===== src/design/slt_pkg.sv =====
`timescale 1ns / 1ps

package slt_pkg;

  localparam int CAPACITY = 32;
  localparam int CNT_W    = $clog2(CAPACITY + 1);
  localparam int VAL_W    = 32;

  localparam logic [1:0] OP_INSERT = 2'd0;
  localparam logic [1:0] OP_DELETE = 2'd1;
  localparam logic [1:0] OP_SEARCH = 2'd2;
  localparam logic [1:0] OP_CLEAR  = 2'd3;

  localparam logic [1:0] ST_OK       = 2'd0;
  localparam logic [1:0] ST_EMPTY    = 2'd1;
  localparam logic [1:0] ST_NOTFOUND = 2'd2;
  localparam logic [1:0] ST_FULL     = 2'd3;

  typedef struct packed {
    logic [1:0]              op;
    logic signed [VAL_W-1:0] value;
  } req_t;

  typedef struct packed {
    logic [1:0] status;
    logic       found;
    logic [5:0] position;
    logic [5:0] count;
  } rsp_t;

  typedef struct packed {
    logic load;
    logic take_left;
    logic take_right;
  } cell_ctl_t;

  typedef struct packed {
    logic lt;
    logic eq;
  } cell_flags_t;

endpackage


===== src/design/slt_cell.sv =====
`timescale 1ns / 1ps

module slt_cell (
  input  logic                             clk,
  input  slt_pkg::cell_ctl_t               ctl,
  input  logic signed [slt_pkg::VAL_W-1:0] left,
  input  logic signed [slt_pkg::VAL_W-1:0] right,
  input  logic signed [slt_pkg::VAL_W-1:0] key,
  output logic signed [slt_pkg::VAL_W-1:0] value,
  output slt_pkg::cell_flags_t             flags
);

  always_ff @(posedge clk) begin
    if (ctl.load) begin
      value <= key;
    end else if (ctl.take_left) begin
      value <= left;
    end else if (ctl.take_right) begin
      value <= right;
    end
  end

  always_comb begin
    flags.lt = value < key;
    flags.eq = value == key;
  end

endmodule


===== src/design/sorted_list_table_core.sv =====
`timescale 1ns / 1ps

// Sorted table of signed 32-bit values held in ascending order in a row of cells.
// A request word on req (req_valid/req_ready) carries an operation and a value:
// insert, delete the first match, search, or clear. Each request gives exactly one
// response word on rsp (rsp_valid/rsp_ready) with status, found flag, rank and count.
// A request is taken only while the core is idle. In the compare step every cell
// compares its entry with the value and the flags are registered; in the apply step
// the rank is encoded from the flags, the cells shift or load, and the response word
// is registered. The core takes no new request until the apply step of the last one
// is done, so requests are handled one at a time.
// If the receiver stalls, a finished response waits in the output register; the core
// can take and compare one more request meanwhile, but holds it before changing the
// table until the output register is free.
// Reset empties the table and drops any response in flight; cell contents are not
// cleared, since entries beyond the count are never read.

module sorted_list_table_core (
  input  logic          clk,
  input  logic          rst,
  input  logic          req_valid,
  output logic          req_ready,
  input  slt_pkg::req_t req,
  output logic          rsp_valid,
  input  logic          rsp_ready,
  output slt_pkg::rsp_t rsp
);

  localparam logic [1:0] S_IDLE  = 2'd0;
  localparam logic [1:0] S_CMP   = 2'd1;
  localparam logic [1:0] S_APPLY = 2'd2;

  localparam int N = slt_pkg::CAPACITY;
  localparam int W = slt_pkg::CNT_W;

  logic [1:0]                       state;
  logic [1:0]                       op;
  logic signed [slt_pkg::VAL_W-1:0] key;
  logic [W-1:0]                     count;
  logic [W-1:0]                     count_next;
  logic [N-1:0]                     lt_vec;
  logic [N-1:0]                     eq_vec;
  logic [N-1:0]                     lt_raw;
  logic [N-1:0]                     eq_raw;
  logic [N-1:0]                     valid_vec;
  logic [N-1:0]                     sel;
  logic [W-1:0]                     pos_enc;
  logic [W-1:0]                     pos;
  logic                             hit;
  logic                             fire;
  slt_pkg::rsp_t                    rsp_next;
  slt_pkg::cell_ctl_t               ctl [N];
  slt_pkg::cell_ctl_t               ctl_next [N];
  logic signed [slt_pkg::VAL_W-1:0] cell_val [N];
  slt_pkg::cell_flags_t             cell_flags [N];

  assign req_ready = (state == S_IDLE);
  assign fire      = (state == S_APPLY) && (!rsp_valid || rsp_ready);

  for (genvar i = 0; i < N; i++) begin : g_cell
    logic signed [slt_pkg::VAL_W-1:0] left_val;
    logic signed [slt_pkg::VAL_W-1:0] right_val;

    if (i == 0) begin : g_first
      assign left_val = cell_val[i];
    end else begin : g_mid_l
      assign left_val = cell_val[i-1];
    end
    if (i == N - 1) begin : g_last
      assign right_val = cell_val[i];
    end else begin : g_mid_r
      assign right_val = cell_val[i+1];
    end

    assign ctl[i]       = fire ? ctl_next[i] : '0;
    assign lt_raw[i]    = cell_flags[i].lt;
    assign eq_raw[i]    = cell_flags[i].eq;
    assign valid_vec[i] = W'(i) < count;

    slt_cell u_cell (
      .clk   (clk),
      .ctl   (ctl[i]),
      .left  (left_val),
      .right (right_val),
      .key   (key),
      .value (cell_val[i]),
      .flags (cell_flags[i])
    );
  end

  always_comb begin
    pos_enc = '0;
    sel[0]  = ~lt_vec[0];
    for (int i = 1; i < N; i++) begin
      sel[i] = ~lt_vec[i] & lt_vec[i-1];
      if (sel[i]) begin
        pos_enc = pos_enc | W'(i);
      end
    end
    pos = (|sel) ? pos_enc : W'(N);
    hit = |(sel & eq_vec);
  end

  always_comb begin
    rsp_next   = '0;
    count_next = count;
    for (int i = 0; i < N; i++) begin
      ctl_next[i] = '0;
    end
    unique case (op)
      slt_pkg::OP_INSERT: begin
        if (count == W'(N)) begin
          rsp_next.status = slt_pkg::ST_FULL;
        end else begin
          rsp_next.position = 6'(pos);
          count_next        = count + W'(1);
          for (int i = 0; i < N; i++) begin
            ctl_next[i].load      = sel[i];
            ctl_next[i].take_left = ~lt_vec[i] & ~sel[i];
          end
        end
      end
      slt_pkg::OP_CLEAR: begin
        if (count == '0) begin
          rsp_next.status = slt_pkg::ST_EMPTY;
        end else begin
          count_next = '0;
        end
      end
      default: begin
        if (count == '0) begin
          rsp_next.status = slt_pkg::ST_EMPTY;
        end else if (!hit) begin
          rsp_next.status = slt_pkg::ST_NOTFOUND;
        end else begin
          rsp_next.found    = 1'b1;
          rsp_next.position = 6'(pos);
          if (op == slt_pkg::OP_DELETE) begin
            count_next = count - W'(1);
            for (int i = 0; i < N; i++) begin
              ctl_next[i].take_right = ~lt_vec[i];
            end
          end
        end
      end
    endcase
    rsp_next.count = 6'(count_next);
  end

  always_ff @(posedge clk) begin
    if (rst) begin
      state     <= S_IDLE;
      count     <= '0;
      rsp_valid <= 1'b0;
    end else begin
      if (rsp_valid && rsp_ready) begin
        rsp_valid <= 1'b0;
      end
      unique case (state)
        S_IDLE: begin
          if (req_valid) begin
            state <= S_CMP;
          end
        end
        S_CMP: begin
          state <= S_APPLY;
        end
        S_APPLY: begin
          if (fire) begin
            state     <= S_IDLE;
            count     <= count_next;
            rsp_valid <= 1'b1;
          end
        end
        default: begin
          state <= S_IDLE;
        end
      endcase
    end
  end

  always_ff @(posedge clk) begin
    if (state == S_IDLE && req_valid) begin
      op  <= req.op;
      key <= req.value;
    end
    if (state == S_CMP) begin
      lt_vec <= lt_raw & valid_vec;
      eq_vec <= eq_raw & valid_vec;
    end
    if (fire) begin
      rsp <= rsp_next;
    end
  end

  a_count_bound: assert property (@(posedge clk) disable iff (rst)
    count <= W'(N))
    else $error("entry count exceeds capacity");

  a_lt_prefix: assert property (@(posedge clk) disable iff (rst)
    state == S_APPLY |-> (lt_vec & (lt_vec + N'(1))) == '0)
    else $error("less-than flags do not form a prefix");

  a_rsp_from_apply: assert property (@(posedge clk) disable iff (rst)
    $rose(rsp_valid) |-> $past(state) == S_APPLY)
    else $error("response raised outside the apply step");

  a_full_count: assert property (@(posedge clk) disable iff (rst)
    rsp_valid && rsp.status == slt_pkg::ST_FULL |-> count == W'(N))
    else $error("full status with free entries");

endmodule


===== config.mk =====
export PLATFORM = sky130hd
export DESIGN_NAME = sorted_list_table_core
export DESIGN_NICKNAME = d
export VERILOG_FILES = /design/src/design/slt_pkg.sv /design/src/design/slt_cell.sv /design/src/design/sorted_list_table_core.sv
export SDC_FILE = /design/constraint.sdc
export NUM_CORES = 2
export LEC_CHECK = 0
export BUFFER_PORTS_ARGS = -buffer_cell sky130_fd_sc_hd__buf_2
export CAP_MARGIN = 5
export CORE_ASPECT_RATIO = 1.2
export CORE_MARGIN = 2
export CORE_UTILIZATION = 45
export DETAILED_ROUTE_END_ITERATION = 8
export PLACE_DENSITY = 0.65
export SYNTH_ARGS = -nofsm -noshare
export SYNTH_HDL_FRONTEND = slang
export SYNTH_HIERARCHICAL = 1
export SYNTH_SLANG_ARGS = --single-unit

===== constraint.sdc =====
create_clock -name clk -period 3.78 [get_ports clk]
set_input_delay 0.756 -clock clk [delete_from_list [all_inputs] [get_ports clk]]
set_output_delay 0.756 -clock clk [all_outputs]
set_load 0.02 [all_outputs]

## After elaboration in Yosys (flattened, before gate mapping)

Cells that the tools add are included.
W data, S select, Z words.

| operators by class | value |
|---|---|
| reductions and logical operators | 48 |
| $lt $le $gt $ge | 64 |
| add/sub/neg operators | 2 |
| equal/unequal tests | 40 |
| bitwise operators | 128 |
| muxes and demuxes | 721 |

Operators with widths:

| cell | number |
|---|---|
| $mux W32 | 189 |
| $eq A32 B32 Y1 | 32 |
| $lt A32 B32 Y1 | 32 |
| $mux W1 | 329 |
| $mux W2 | 113 |
| $mux W6 | 21 |
| $mux W3 | 36 |
| $and A32 B32 Y32 | 3 |
| $lt A5 B6 Y1 const A | 16 |
| $reduce_bool A3 Y1 | 30 |
| $mux W5 | 16 |
| $reduce_or A32 Y1 | 2 |
| $not A1 Y1 | 63 |
| $and A1 B1 Y1 | 62 |
| $lt A4 B6 Y1 const A | 8 |
| $mux W7 | 5 |
| $mux W4 | 8 |
| $lt A3 B6 Y1 const A | 4 |
| $pmux W6 S2 | 2 |
| $lt A1 B6 Y1 const A | 2 |
| $lt A2 B6 Y1 const A | 2 |
| $reduce_bool A2 Y1 | 4 |
| $add A6 B1 Y6 const B | 1 |
| $eq A6 B6 Y1 const B | 1 |
| other kinds (14) | 22 |

| word-level totals | value |
|---|---|
| word-level logic and storage cells | 1046 |
| flip-flop bits (word level) | 1146 |
| output and inout bits | 17 |
| bits of input ports | 38 |

## Logic depth before layout (Yosys ltp)

| depth | value |
|---|---|
| word-level depth | 40 |
| gate-level depth with buffers | 13 |

## By module

Netlist, hierarchy kept.

By module, submodules not included:

| module | sequential area each (µm²) | cells an instance | area an instance (µm²) | instances |
|---|---|---|---|---|
| slt_cell at g_cell[0].u_cell ... | 960.9 | 253 | 2434.8 | 31 |
| sorted_list_table_core | 3573.4 | 571 | 6104.6 | 1 |
| slt_cell at g_cell[22].u_cell | 960.9 | 253 | 2416.1 | 1 |

## Worst setup path before layout

Ideal clock, no wire load.

| path | value |
|---|---|
| path type | register -> register |
| from | register state[0] |
| to | register eq_vec[0] (enable) |
| data arrival time | 3235 ps |
| cell stages (with the launch flop) | 2 |
| buffers on the path | 0 |
| path slack | 50 ps |
| clock period less this slack | 3730 ps |
| path through | dfxtp_1 -> nor2b_1 |

| between the ends | value |
|---|---|
| cells in the longest elaborated chain, start to end | 1 |

RTL lines:

| item | RTL line | RTL |
|---|---|---|
| start, declared | sorted_list_table_core.sv:36 | `logic [1:0] state;` |
| start signal, assigned | sorted_list_table_core.sv:152 | `state <= S_IDLE;` |
| start signal, assigned | sorted_list_table_core.sv:162 | `state <= S_CMP;` |
| start signal, assigned | sorted_list_table_core.sv:166 | `state <= S_APPLY;` |
| $eq A2 B1 Y1 | sorted_list_table_core.sv:187 | `if (state == S_CMP) begin` |
| end signal, assigned | sorted_list_table_core.sv:189 | `eq_vec <= eq_raw & valid_vec;` |
| end, declared | sorted_list_table_core.sv:42 | `logic [N-1:0] eq_vec;` |

Every way passes these cells.
A chain may end at the register's enable or synchronous reset.

==> impl_metrics.env <==
export IMPL_status="finished, final reports clean"
export IMPL_finalNonFillerCells=11200
export IMPL_grt_pass1_wl_um=389000
export IMPL_synth_area_um2=84000
export IMPL_synth_common_cells="nand2_1 (1270), edfxtp_1 (1137), o21ai_0 (1095)"
export IMPL_vias=66500
export IMPL_critPathMaxFanout=32
export IMPL_holdCritPathClass="primary input to flop"
export IMPL_drtAntennaViolNets=0
export IMPL_leakage_nw=34.9
export IMPL_drv_cap=0
export IMPL_period_needed_ns=3.38
export IMPL_required_ns=4.26
export IMPL_dp_cells=11000
export IMPL_path_clk_slew_ns=0.06
export IMPL_viasPerCell=5.92
export IMPL_dieHeight_um=477
export IMPL_tightest_slew_ns=1.15
export IMPL_yosysSeqAreaShare_pct=40.9
export IMPL_drcViolationCount=0
export IMPL_fin_util_pct=50.2
export IMPL_grt_pass1_vias=65300
export IMPL_yosys_area_top_type="edfxtp_1"
export IMPL_synthCells=8667
export IMPL_synth_most_common_cell="nand2_1"
export IMPL_fin_nets=9749
export IMPL_hold_violations=0
export IMPL_numCtsBuffers=136
export IMPL_routed_top_layer="met5"
export IMPL_cts_max_level=4
export IMPL_total_power_mw=30.3
export IMPL_drtPass1Iterations=8
export IMPL_skew_ns=0.0317
export IMPL_wl_met1_um=99000
export IMPL_p_per_area_nw_per_um2=326
export IMPL_cp_start_kind="flop"
export IMPL_area_delta_synth_final_pct=10.7
export IMPL_start_util_pct=45.3
export IMPL_met2WireLength_um=128000
export IMPL_postCtsResizedCells=0
export IMPL_fp_dieW_um=398
export IMPL_clock_fmax_ghz=0.296
export IMPL_setup_violations=0
export IMPL_endpoint_kind="flop"
export IMPL_cts_sinks=1146
export IMPL_root_buffer="clkbuf_16"
export IMPL_synth_cell_types=65
export IMPL_place_gp_congestion=0.914
export IMPL_clk_latency_ns=0.81
export IMPL_ys_warn_count=6
export IMPL_post_synth_top_area_fraction_pct=40.6
export IMPL_synth_edf_count=1137
export IMPL_synth_avg_cell_area_um2=9.69
export IMPL_slew_headroom_pct=23.1
export IMPL_drive_above_1_share_pct=7.57
export IMPL_whs_ns=0.120
export IMPL_num_io_pins=55
export IMPL_grt_total_usage_pct=26.2
export IMPL_met3_length_um=15800
export IMPL_hold_buffers=0
export IMPL_rsz0062_at_grt="no"
export IMPL_finalCritPeriodShare_pct=89.4
export IMPL_die_area_um2=190000
export IMPL_drt_iter0_drc=6089
export IMPL_dpl_hpwl_um=191000
export IMPL_post_cts_buffers=0
export IMPL_clk_path_buf_depth=3
export IMPL_tns_ns=0
export IMPL_async_reset_ff_share_pct=0
export IMPL_cts_tree="done"
export IMPL_core_area_um2=185000
export IMPL_synth_fp_nets=9735
export IMPL_post_drt_wl_per_cell_um=22.6
export IMPL_dominantRegCellSynth="edfxtp_1"
export IMPL_ys_ff_latch=1146
export IMPL_synth_area_leaders="edfxtp_1 (41%), ha_1 (15%), mux2i_1 (12%)"
export IMPL_antenna_found_initial=15
export IMPL_ir_drop_mv=0.484
export IMPL_grt_max_degree=65
export IMPL_drv_slew=0
export IMPL_portBuffers=54
export IMPL_cp_arrival_ns=3.86
export IMPL_rows=173
export IMPL_path_class="flop to flop"
export IMPL_wirelength_um=254000
export IMPL_grt_overflow=0
## sequential cells by signal, summed over array words and instances, names as in the netlist
| signal | count |
|---|---|
| rsp_valid | 1 |
| key | 32 |
| state | 2 |
| rsp | 15 |
| lt_vec | 32 |
| op | 2 |
| g_cell.u_cell/value | 1024 |
| eq_vec | 32 |
| count | 6 |
## metal layers
layer / global-route usage [%] / vias up
li1: - / 31200
met1: 31.6 / 32100
met5: 0 / -
met2: 46.2 / 2480
met3: 3.55 / 675
met4: 11.2 / 16
## critical path: stages (launching register included)
cell and delay, ns:
edfxtp_1 0.46, nand2b_1 0.28, o22ai_1 0.12, or4_1 0.52, or4_4 0.53, nand4_1 0.14
buf_4 0.29, nor2_1 0.07, or3_1 0.32, buf_4 0.29
## cell type report
type,count,area (um2)
Fill cell,16600,92300
Clock buffer,167,3720
Clock inverter,66,588
Inverter,1052,3950
Multi-Input combinational cell,6087,44500
Timing Repair Buffer,258,2840
Sequential cell,1146,34300
Tap cell,2450,3070
Antenna cell,1,2.50
## metrics by stage
stage | setup slack (ns) | instance area [um2]
after floorplan | 0.0498 | 84000
after global placement | 0.378 | 88700
after detailed placement | 0.453 | 88700
after CTS | 0.427 | 93000
after global routing | 0.264 | 93000
final | 0.400 | 93000
## path summary, 6_finish.rpt
| check | startpoint | end | slack [ns] | cells past startpoint |
|---|---|---|---|---|
| max | lt_vec[14] | g_cell[12].u_cell/value[5] | 0.40 | 9 |
| max reg2reg | lt_vec[14] | g_cell[12].u_cell/value[5] | 0.40 | 9 |
| min | req[33] | op[1] | 0.12 | 1 |
| min reg2reg | state[1] | rsp_valid | 0.57 | 2 |
## logic make-up after synthesis
kind of cell / count (synthesis) / synth area share (%)
AND/OR/NAND/NOR: 2120 / 11.7
AO/OA/AOI/OAI: 1912 / 13.3
buffers and inverters: 1434 / 6.62
flip-flops: 1146 / 40.9
adder cells (fa/ha/maj): 1030 / 15.3
multiplexers: 1024 / 12.2
other: 1 / 0.00446
## power by group
group / total (mW) / switching, mW / internal (mW)
registers: 14.2 / 0.165 / 14.0
logic: 2.97 / 1.91 / 1.06
clock network: 13.2 / 5.54 / 7.63
## layout by cell type (no fill, tap or decap), types with 33 or more instances in the layout
cell	n
buf_4	121
nand3_1	70
a21oi_1	375
or3_1	34
nor4_1	41
nor3_2	35
mux2i_1	1024
edfxtp_1	1137
o21ai_0	1095
nor3_1	36
a221oi_1	33
a21o_1	68
ha_1	1030
nand4_1	206
clkinv_1	33
o2111ai_1	36
clkbuf_16	144
a211oi_1	33
buf_12	83
buf_2	54
nor2b_1	75
nor2_1	181
nand2_1	1270
a21oi_2	33
inv_1	1051
Note: power is estimated with default switching activity, not from simulation.
